===== config.mk =====
export PLATFORM = sky130hd
export DESIGN_NAME = backward_delta_regression_unit_flat
export DESIGN_NICKNAME = d
export VERILOG_FILES = /design/src/design/bdr_pkg.sv /design/src/design/bdr_if.sv /design/src/design/bdr_history.sv /design/src/design/bdr_slope.sv /design/src/design/backward_delta_regression_unit.sv /design/src/flat_wrapper.sv
export SDC_FILE = /design/constraint.sdc
export NUM_CORES = 1
export LEC_CHECK = 0
export BUFFER_PORTS_ARGS = -buffer_cell sky130_fd_sc_hd__buf_4
export CORE_ASPECT_RATIO = 1.25
export CORE_MARGIN = 1
export CORE_UTILIZATION = 45
export DETAILED_ROUTE_END_ITERATION = 10
export PLACE_DENSITY = 0.6
export SYNTH_ARGS = -nofsm -noshare
export SYNTH_HDL_FRONTEND = slang
export SYNTH_SLANG_ARGS = --single-unit

===== constraint.sdc =====
create_clock -name clk_i -period 18.7 [get_ports clk_i]
set_input_delay 3.74 -clock clk_i [delete_from_list [all_inputs] [get_ports clk_i]]
set_output_delay 3.74 -clock clk_i [all_outputs]
set_load 0.005 [all_outputs]

===== src/design/bdr_pkg.sv =====
// bdr_pkg: shared constants, codes and types of the backward delta regression unit
// no dependencies; used by the interfaces and by every module of the block
`default_nettype none

package bdr_pkg;

  // sample width and derived widths
  localparam int SAMPLE_BITS = 16;
  localparam int DIFF_W      = SAMPLE_BITS + 1;  // difference of two samples
  localparam int SUM_W       = SAMPLE_BITS + 4;  // four-point weighted sum
  localparam int WIN_W       = 3;

  // window register reset and clamp limits
  localparam logic [WIN_W-1:0] WIN_RESET = WIN_W'(2);
  localparam logic [WIN_W-1:0] WIN_MIN   = WIN_W'(2);
  localparam logic [WIN_W-1:0] WIN_MAX   = WIN_W'(4);

  // divide by ten through a reciprocal, exact for every magnitude below 2**SUM_W
  localparam int DIV10_SHIFT = SUM_W + 4;
  localparam int RECIP_W     = DIV10_SHIFT - 3;
  localparam int PROD_W      = SUM_W + RECIP_W;
  localparam logic [RECIP_W-1:0] DIV10_RECIP =
    RECIP_W'(((64'd1 << DIV10_SHIFT) + 64'd9) / 64'd10);

  // saturation limits
  localparam logic signed [SAMPLE_BITS-1:0] SLOPE_MAX = {1'b0, {(SAMPLE_BITS-1){1'b1}}};
  localparam logic signed [SAMPLE_BITS-1:0] SLOPE_MIN = {1'b1, {(SAMPLE_BITS-1){1'b0}}};

  // number of points used for one item
  typedef enum logic [1:0] {
    MODE_ONE   = 2'd0,
    MODE_TWO   = 2'd1,
    MODE_THREE = 2'd2,
    MODE_FOUR  = 2'd3
  } fit_mode_e;

  typedef logic signed [SAMPLE_BITS-1:0] sample_t;

  // snapshot of one item and its history, taken when the item is accepted
  typedef struct packed {
    sample_t   x0;
    sample_t   x1;
    sample_t   x2;
    sample_t   x3;
    fit_mode_e mode;
  } snap_t;

endpackage

`default_nettype wire


===== src/design/bdr_if.sv =====
// bdr_if: valid/ready channel interfaces of the backward delta regression unit
// depends on bdr_pkg
`default_nettype none

// input item channel
interface bdr_in_if;
  import bdr_pkg::*;
  logic    valid;
  logic    ready;
  sample_t sample;
  logic    track_start;
  modport source (output valid, output sample, output track_start, input ready);
  modport sink   (input valid, input sample, input track_start, output ready);
endinterface

// result item channel
interface bdr_out_if;
  import bdr_pkg::*;
  logic    valid;
  logic    ready;
  sample_t slope;
  logic    clipped;
  modport source (output valid, output slope, output clipped, input ready);
  modport sink   (input valid, input slope, input clipped, output ready);
endinterface

// window register write channel
interface bdr_cfg_if;
  import bdr_pkg::*;
  logic             valid;
  logic             ready;
  logic [WIN_W-1:0] data;
  modport source (output valid, output data, input ready);
  modport sink   (input valid, input data, output ready);
endinterface

`default_nettype wire


===== src/design/bdr_history.sv =====
// bdr_history: window register, sample history and track point count
// depends on bdr_pkg; builds the snapshot of each accepted item
`default_nettype none

module bdr_history (
  input  wire                          clk_i,
  input  wire                          rst_ni,
  input  wire                          in_fire_i,
  input  wire bdr_pkg::sample_t        sample_i,
  input  wire                          track_start_i,
  input  wire                          cfg_fire_i,
  input  wire [bdr_pkg::WIN_W-1:0]     cfg_data_i,
  output bdr_pkg::snap_t               snap_o
);
  import bdr_pkg::*;

  logic [WIN_W-1:0] win_q;
  sample_t          past_q [3];
  logic [1:0]       seen_q;
  logic [1:0]       seen_d;
  logic [1:0]       seen_eff;
  logic [WIN_W-1:0] win_eff;
  logic [WIN_W-1:0] avail;
  logic [WIN_W-1:0] npts;
  fit_mode_e        mode;

  // track start drops the old history from the count
  assign seen_eff = track_start_i ? 2'd0 : seen_q;
  assign seen_d   = (seen_eff == 2'd3) ? 2'd3 : seen_eff + 2'd1;

  // clamp window and limit it to the points on hand
  always_comb begin
    if (win_q < WIN_MIN) begin
      win_eff = WIN_MIN;
    end else if (win_q > WIN_MAX) begin
      win_eff = WIN_MAX;
    end else begin
      win_eff = win_q;
    end
    avail = {1'b0, seen_eff} + WIN_W'(1);
    npts  = (avail < win_eff) ? avail : win_eff;
  end

  // point count to fit mode
  always_comb begin
    case (npts)
      WIN_W'(2): mode = MODE_TWO;
      WIN_W'(3): mode = MODE_THREE;
      WIN_W'(4): mode = MODE_FOUR;
      default:   mode = MODE_ONE;
    endcase
  end

  assign snap_o = '{x0: sample_i, x1: past_q[0], x2: past_q[1], x3: past_q[2], mode: mode};

  // window register
  always_ff @(posedge clk_i or negedge rst_ni) begin
    if (!rst_ni) begin
      win_q <= WIN_RESET;
    end else if (cfg_fire_i) begin
      win_q <= cfg_data_i;
    end
  end

  // history shift and point count
  always_ff @(posedge clk_i or negedge rst_ni) begin
    if (!rst_ni) begin
      past_q[0] <= '0;
      past_q[1] <= '0;
      past_q[2] <= '0;
      seen_q    <= 2'd0;
    end else if (in_fire_i) begin
      past_q[2] <= past_q[1];
      past_q[1] <= past_q[0];
      past_q[0] <= sample_i;
      seen_q    <= seen_d;
    end
  end

  // a track start leaves exactly one point counted
  assert property (@(posedge clk_i) disable iff (!rst_ni)
    in_fire_i && track_start_i |=> seen_q == 2'd1)
    else $error("point count wrong after track start");

  // a first point never selects a multi-point fit
  assert property (@(posedge clk_i) disable iff (!rst_ni)
    track_start_i |-> snap_o.mode == MODE_ONE)
    else $error("track start did not select the one-point fit");

  // a window write lands in the register
  assert property (@(posedge clk_i) disable iff (!rst_ni)
    cfg_fire_i |=> win_q == $past(cfg_data_i))
    else $error("window register did not take the written value");

endmodule

`default_nettype wire


===== src/design/bdr_slope.sv =====
// bdr_slope: least-squares slope of one snapshot, truncated and saturated
// depends on bdr_pkg; pure combinational logic between the two register stages
`default_nettype none

module bdr_slope (
  input  wire bdr_pkg::snap_t snap_i,
  output bdr_pkg::sample_t    slope_o,
  output logic                clipped_o
);
  import bdr_pkg::*;

  logic signed [DIFF_W-1:0] d01;
  logic signed [DIFF_W-1:0] d02;
  logic signed [DIFF_W-1:0] d02_adj;
  logic signed [DIFF_W-1:0] half;
  logic signed [SUM_W-1:0]  s0;
  logic signed [SUM_W-1:0]  s3;
  logic signed [SUM_W-1:0]  sum4;
  logic        [SUM_W-1:0]  mag;
  logic        [PROD_W-1:0] prod;
  logic        [SAMPLE_BITS-1:0] quot;
  sample_t                  tenth;
  logic                     d01_ovf;

  // two and three point differences
  assign d01 = DIFF_W'(snap_i.x0) - DIFF_W'(snap_i.x1);
  assign d02 = DIFF_W'(snap_i.x0) - DIFF_W'(snap_i.x2);

  // halve toward zero: bias negatives by one before the shift
  assign d02_adj = d02 + DIFF_W'(d02[DIFF_W-1]);
  assign half    = d02_adj >>> 1;

  // four point weighted sum 3*x0 + x1 - x2 - 3*x3
  assign s0   = SUM_W'(snap_i.x0);
  assign s3   = SUM_W'(snap_i.x3);
  assign sum4 = (s0 <<< 1) + s0 + SUM_W'(snap_i.x1) - SUM_W'(snap_i.x2) - (s3 <<< 1) - s3;

  // divide magnitude by ten with the reciprocal, then restore the sign
  assign mag   = sum4[SUM_W-1] ? SUM_W'(-sum4) : SUM_W'(sum4);
  assign prod  = {{RECIP_W{1'b0}}, mag} * {{SUM_W{1'b0}}, DIV10_RECIP};
  assign quot  = prod[DIV10_SHIFT +: SAMPLE_BITS];
  assign tenth = sum4[SUM_W-1] ? sample_t'(-quot) : sample_t'(quot);

  // only the two point slope can leave the sample range
  assign d01_ovf = d01[DIFF_W-1] != d01[DIFF_W-2];

  // select by fit mode
  always_comb begin
    clipped_o = 1'b0;
    case (snap_i.mode)
      MODE_TWO: begin
        if (d01_ovf) begin
          clipped_o = 1'b1;
          slope_o   = d01[DIFF_W-1] ? SLOPE_MIN : SLOPE_MAX;
        end else begin
          slope_o = d01[SAMPLE_BITS-1:0];
        end
      end
      MODE_THREE: slope_o = half[SAMPLE_BITS-1:0];
      MODE_FOUR:  slope_o = tenth;
      default:    slope_o = '0;
    endcase
  end

endmodule

`default_nettype wire


===== src/design/backward_delta_regression_unit.sv =====
// backward_delta_regression_unit: top level of the backward delta regression unit
// depends on bdr_pkg, bdr_if, bdr_history and bdr_slope
//
//   channel  dir  payload                 handshake
//   in_i     in   sample, track_start     valid/ready
//   out_o    out  slope, clipped          valid/ready
//   cfg_i    in   data (window_points)    valid/ready, ready always high
//
// An item is captured with its history into an input register, and its slope
// goes into the result register once that register is free; one item per cycle
// is sustained while out_o.ready stays high. Reset clears the history,
// the point count, the stage valid bits and sets the window to two points. A
// stalled result holds the input register; in_i.ready drops only while both
// stages are full and out_o.ready is low.
`default_nettype none

module backward_delta_regression_unit (
  input  wire clk_i,
  input  wire rst_ni,
  bdr_in_if.sink    in_i,
  bdr_cfg_if.sink   cfg_i,
  bdr_out_if.source out_o
);
  import bdr_pkg::*;

  logic    in_fire;
  logic    cfg_fire;
  logic    out_free;
  logic    s1_adv;
  snap_t   snap;
  logic    s1_valid_q;
  snap_t   s1_snap_q;
  sample_t slope;
  logic    clipped;
  logic    out_valid_q;
  sample_t out_slope_q;
  logic    out_clipped_q;

  // handshakes
  assign out_free    = !out_valid_q || out_o.ready;
  assign s1_adv      = s1_valid_q && out_free;
  assign in_i.ready  = !s1_valid_q || out_free;
  assign in_fire     = in_i.valid && in_i.ready;
  assign cfg_i.ready = 1'b1;
  assign cfg_fire    = cfg_i.valid;

  // history and window state
  bdr_history u_history (
    .clk_i         (clk_i),
    .rst_ni        (rst_ni),
    .in_fire_i     (in_fire),
    .sample_i      (in_i.sample),
    .track_start_i (in_i.track_start),
    .cfg_fire_i    (cfg_fire),
    .cfg_data_i    (cfg_i.data),
    .snap_o        (snap)
  );

  // input register stage
  always_ff @(posedge clk_i or negedge rst_ni) begin
    if (!rst_ni) begin
      s1_valid_q <= 1'b0;
    end else if (in_i.ready) begin
      s1_valid_q <= in_i.valid;
    end
  end

  always_ff @(posedge clk_i) begin
    if (in_fire) begin
      s1_snap_q <= snap;
    end
  end

  // slope of the captured item
  bdr_slope u_slope (
    .snap_i    (s1_snap_q),
    .slope_o   (slope),
    .clipped_o (clipped)
  );

  // result register stage
  always_ff @(posedge clk_i or negedge rst_ni) begin
    if (!rst_ni) begin
      out_valid_q <= 1'b0;
    end else if (out_free) begin
      out_valid_q <= s1_valid_q;
    end
  end

  always_ff @(posedge clk_i) begin
    if (s1_adv) begin
      out_slope_q   <= slope;
      out_clipped_q <= clipped;
    end
  end

  assign out_o.valid   = out_valid_q;
  assign out_o.slope   = out_slope_q;
  assign out_o.clipped = out_clipped_q;

  // a clipped result sits at one of the range limits
  assert property (@(posedge clk_i) disable iff (!rst_ni)
    out_valid_q && out_clipped_q |-> out_slope_q == SLOPE_MAX || out_slope_q == SLOPE_MIN)
    else $error("clipped result not at a range limit");

  // a captured item stays while the result stage is blocked
  assert property (@(posedge clk_i) disable iff (!rst_ni)
    s1_valid_q && !out_free |=> s1_valid_q && $stable(s1_snap_q))
    else $error("input stage item lost under stall");

  // input is refused only with the input stage occupied
  assert property (@(posedge clk_i) disable iff (!rst_ni)
    !in_i.ready |-> s1_valid_q && out_valid_q)
    else $error("input refused with free stages");

  // an advancing item always shows up as a result
  assert property (@(posedge clk_i) disable iff (!rst_ni)
    s1_adv |=> out_valid_q)
    else $error("advanced item did not reach the result stage");

endmodule

`default_nettype wire

===== src/flat_wrapper.sv =====
// flat-port wrapper written by rule: the top's interface ports become plain ports
module backward_delta_regression_unit_flat import bdr_pkg::*;
  (clk_i, rst_ni, in_i_valid, in_i_sample, in_i_track_start, in_i_ready, cfg_i_valid, cfg_i_data, cfg_i_ready, out_o_valid, out_o_slope, out_o_clipped, out_o_ready);
  bdr_in_if in_i_i ();
  bdr_cfg_if cfg_i_i ();
  bdr_out_if out_o_i ();
  input  wire clk_i;
  input  wire rst_ni;
  input wire logic [$bits(in_i_i.valid)-1:0] in_i_valid;
  input wire logic [$bits(in_i_i.sample)-1:0] in_i_sample;
  input wire logic [$bits(in_i_i.track_start)-1:0] in_i_track_start;
  output wire logic [$bits(in_i_i.ready)-1:0] in_i_ready;
  input wire logic [$bits(cfg_i_i.valid)-1:0] cfg_i_valid;
  input wire logic [$bits(cfg_i_i.data)-1:0] cfg_i_data;
  output wire logic [$bits(cfg_i_i.ready)-1:0] cfg_i_ready;
  output wire logic [$bits(out_o_i.valid)-1:0] out_o_valid;
  output wire logic [$bits(out_o_i.slope)-1:0] out_o_slope;
  output wire logic [$bits(out_o_i.clipped)-1:0] out_o_clipped;
  input wire logic [$bits(out_o_i.ready)-1:0] out_o_ready;
  assign in_i_i.valid = in_i_valid;
  assign in_i_i.sample = in_i_sample;
  assign in_i_i.track_start = in_i_track_start;
  assign in_i_ready = in_i_i.ready;
  assign cfg_i_i.valid = cfg_i_valid;
  assign cfg_i_i.data = cfg_i_data;
  assign cfg_i_ready = cfg_i_i.ready;
  assign out_o_valid = out_o_i.valid;
  assign out_o_slope = out_o_i.slope;
  assign out_o_clipped = out_o_i.clipped;
  assign out_o_i.ready = out_o_ready;
  backward_delta_regression_unit u_core (.clk_i(clk_i), .rst_ni(rst_ni), .in_i(in_i_i), .cfg_i(cfg_i_i), .out_o(out_o_i));
endmodule

==> impl_metrics.json <==
{
  "ctsLongestPathBuffers": 2,
  "start_util": 0.459,
  "path_common_cell": "fa_1",
  "hold_buffers": 0,
  "ant_nets": 0,
  "yosys_register_bits": 138,
  "die_w_microns": 181,
  "rsz0062_at_grt": "false",
  "num_rows": 81,
  "synthArstFlopShare": 0.399,
  "cts_resized": 0,
  "syn_avg_cell_area_sq_um": 10.0,
  "layout_commonest_cell": "inv_1",
  "area_delta_synth_final_pct": 7.88,
  "final_cell_mix": "inv_1, ha_1, fa_1",
  "hold_class": "register to register",
  "wl_per_cell_microns": 19.0,
  "clk_pin_slew_ns": 0.07,
  "crit_arrival_ns": 13.58,
  "drc_errors": 0,
  "drtPass1Iterations": 5,
  "dr_total_vias": 12689,
  "period_share": 0.718,
  "cts_htree_levels": 4,
  "diodes": 0,
  "critPathKind": "register to register",
  "endpoint_kind": "register",
  "drt-total-wl_mm": 44.4,
  "grt_max_degree": 67,
  "synthDistinctLibCells": 83,
  "vias_per_cell": 5.42,
  "synth-edff-count": 83,
  "cp.required_ns": 18.85,
  "setup_violations": 0,
  "fmax_ghz": 0.0745,
  "cp_slowest_cell": "a311oi_1",
  "status": "finished, final reports clean",
  "grt_remaining_overflow": 0,
  "gp_congestion": 0.966,
  "cp_max_fo": 7,
  "syn-num-nets": 2285,
  "synth_warnings": 0,
  "grt_util_met2": 0.427,
  "syn_inst": 1797,
  "grt_pass1_vias": 13617,
  "io_buffers": 43,
  "drt_iter0_markers": 523,
  "antenna_found_initial": 0,
  "fillers": 3638,
  "nets": 2320,
  "ys.flop_type": "edfxtp_1",
  "clk_latency_ns": 0.43,
  "use_met3": 0.0229,
  "die_h_microns": 226,
  "fin_crit_ns": 13.42,
  "crit_path_max_incr_delay_ns": 0.81,
  "cts_buffers": 17,
  "max-slew-margin-rel": 0.338,
  "use_met1": 0.260,
  "ios": 45,
  "synth_area_sq_mm": 0.0180,
  "root_buffer": "clkbuf_16",
  "ys_seq_area_frac": 0.214,
  "max_cap_violations": 0,
  "slew_viol_final": 0,
  "cp-start-kind": "register",
  "fp.coreArea_sq_mm": 0.0393,
  "drive_above_1_share": 0.0927,
  "tightestPinTransition_ns": 0.986,
  "cts_tree": "built",
  "grtUsageTotal": 0.229,
  "grt_busiest_layer": "met2",
  "hold_violations": 0,
  "dieArea_sq_mm": 0.0409,
  "tns_ns": 0,
  "grt_pass1_wl_mm": 72.1,
  "hpwl_mm": 38.6,
  "skew_ns": 0.0126,
  "cts.sinks": 138,
  "postCtsSetupRepairBufs": 0
}
sequential cells by signal, summed over array words and instances (netlist names):
| signal | cells |
|---|---|
| u_core.out_o.clipped | 1 |
| u_core.u_history.win_q | 3 |
| u_core.u_history.snap_o | 48 |
| u_core.u_history.seen_q | 2 |
| u_core.s1_snap_q | 66 |
| u_core.s1_valid_q | 1 |
| u_core.out_o.valid | 1 |
| u_core.out_o.slope | 16 |
per-layer routing:
metal  vias to the layer above  wire length (microns)
li1                       6102                      -
met1                      6235                  17900
met4                         0                   1980
met5                         -                      0
met3                        91                   1170
met2                       261                  23400
Yosys cell counts, types with 5 or more instances:
library cell	instances	area (sq um)
and2_1	13	81.3
a211o_1	5	43.8
a2111oi_0	5	43.8
a31oi_1	8	50.1
inv_1	384	1440
o21a_1	12	90.1
mux2i_1	7	70.1
mux2_2	52	586
or3_1	8	50.1
o221ai_1	7	61.3
and3_1	5	31.3
o21bai_1	12	90.1
a21boi_0	5	37.5
xnor2_1	59	517
nor2_1	60	225
nand2_1	75	282
xor2_1	41	359
clkbuf_1	29	109
a21o_1	29	218
nor4_1	9	56.3
nand3_1	17	85.1
edfxtp_1	83	2490
nand4_1	15	93.8
nand2b_1	19	119
nor3b_1	5	37.5
o211ai_1	9	67.6
nor2b_1	13	81.3
a211oi_1	5	37.5
o21ai_0	74	370
nand3b_1	5	37.5
dfrtp_1	54	1350
or2_2	12	75.1
a21oi_1	76	380
fa_1	206	4120
nor3_1	28	140
ha_1	257	3220
o31ai_1	13	97.6
metrics by stage:
stage	utilization	area [sq um]	instances	worst slack, ns	hold slack, ns
final	0.495	19500	2343	5.28	0.437
after floorplan	-	18000	1797	7.07	0.419
after global placement	0.481	18900	2311	5.50	0.426
after detailed placement	0.481	18900	2311	5.36	0.429
after CTS	0.495	19500	2343	5.30	0.439
after global routing	0.495	19500	2343	4.51	0.440
critical path, delay by kind of cell (launching register included):
family / cells / cell delay (ns)
buf+inv: 6 / 0.38
simple gates: 7 / 1.85
fa+ha+maj: 13 / 5.40
xor+xnor: 2 / 1.00
compound gates: 14 / 4.07
flops: 1 / 0.43
cells by family after synthesis:
logic type	synth area share
adder cells (fa/ha/maj)	0.407
buffers and inverters	0.0878
AO/OA/AOI/OAI	0.115
AND/OR/NAND/NOR	0.0901
flip-flops	0.214
XOR/XNOR	0.0485
multiplexers	0.0372
other	0.000208
final cells by class:
class                      instances  area, sq um  area share
tap                              498          623      0.0320
multi-input combinational       1241        12600       0.647
timing repair buffer              50          375      0.0193
inverter                         384         1440      0.0740
clock inverter                    15          139     0.00713
sequential                       138         3870       0.199
clock buffer                      17          425      0.0219
worst paths after layout:
kind	slack, ns	from	depth (start not counted)	end
hold / removal	0.44	u_core.u_history.snap_o[15]$_DFFE_PN0P_	0	u_core.s1_snap_q[15]$_DFFE_PP_
setup / recovery	5.28	u_core.s1_snap_q[2]$_DFFE_PP_	42	u_core.out_o.slope[13]$_DFFE_PP_
max in group asynchronous	14.85	rst_ni	1	u_core.u_history.snap_o[4]$_DFFE_PN0P_
min in group asynchronous	3.35	rst_ni	1	u_core.u_history.snap_o[48]$_DFFE_PN0P_
hold reg to reg	0.44	u_core.u_history.snap_o[15]$_DFFE_PN0P_	0	u_core.s1_snap_q[15]$_DFFE_PP_
setup reg to reg	5.28	u_core.s1_snap_q[2]$_DFFE_PP_	42	u_core.out_o.slope[13]$_DFFE_PP_
Power is left out: the tool's default activity adds up to more than one toggle a clock period on the data nets, which glitch-free logic cannot reach.
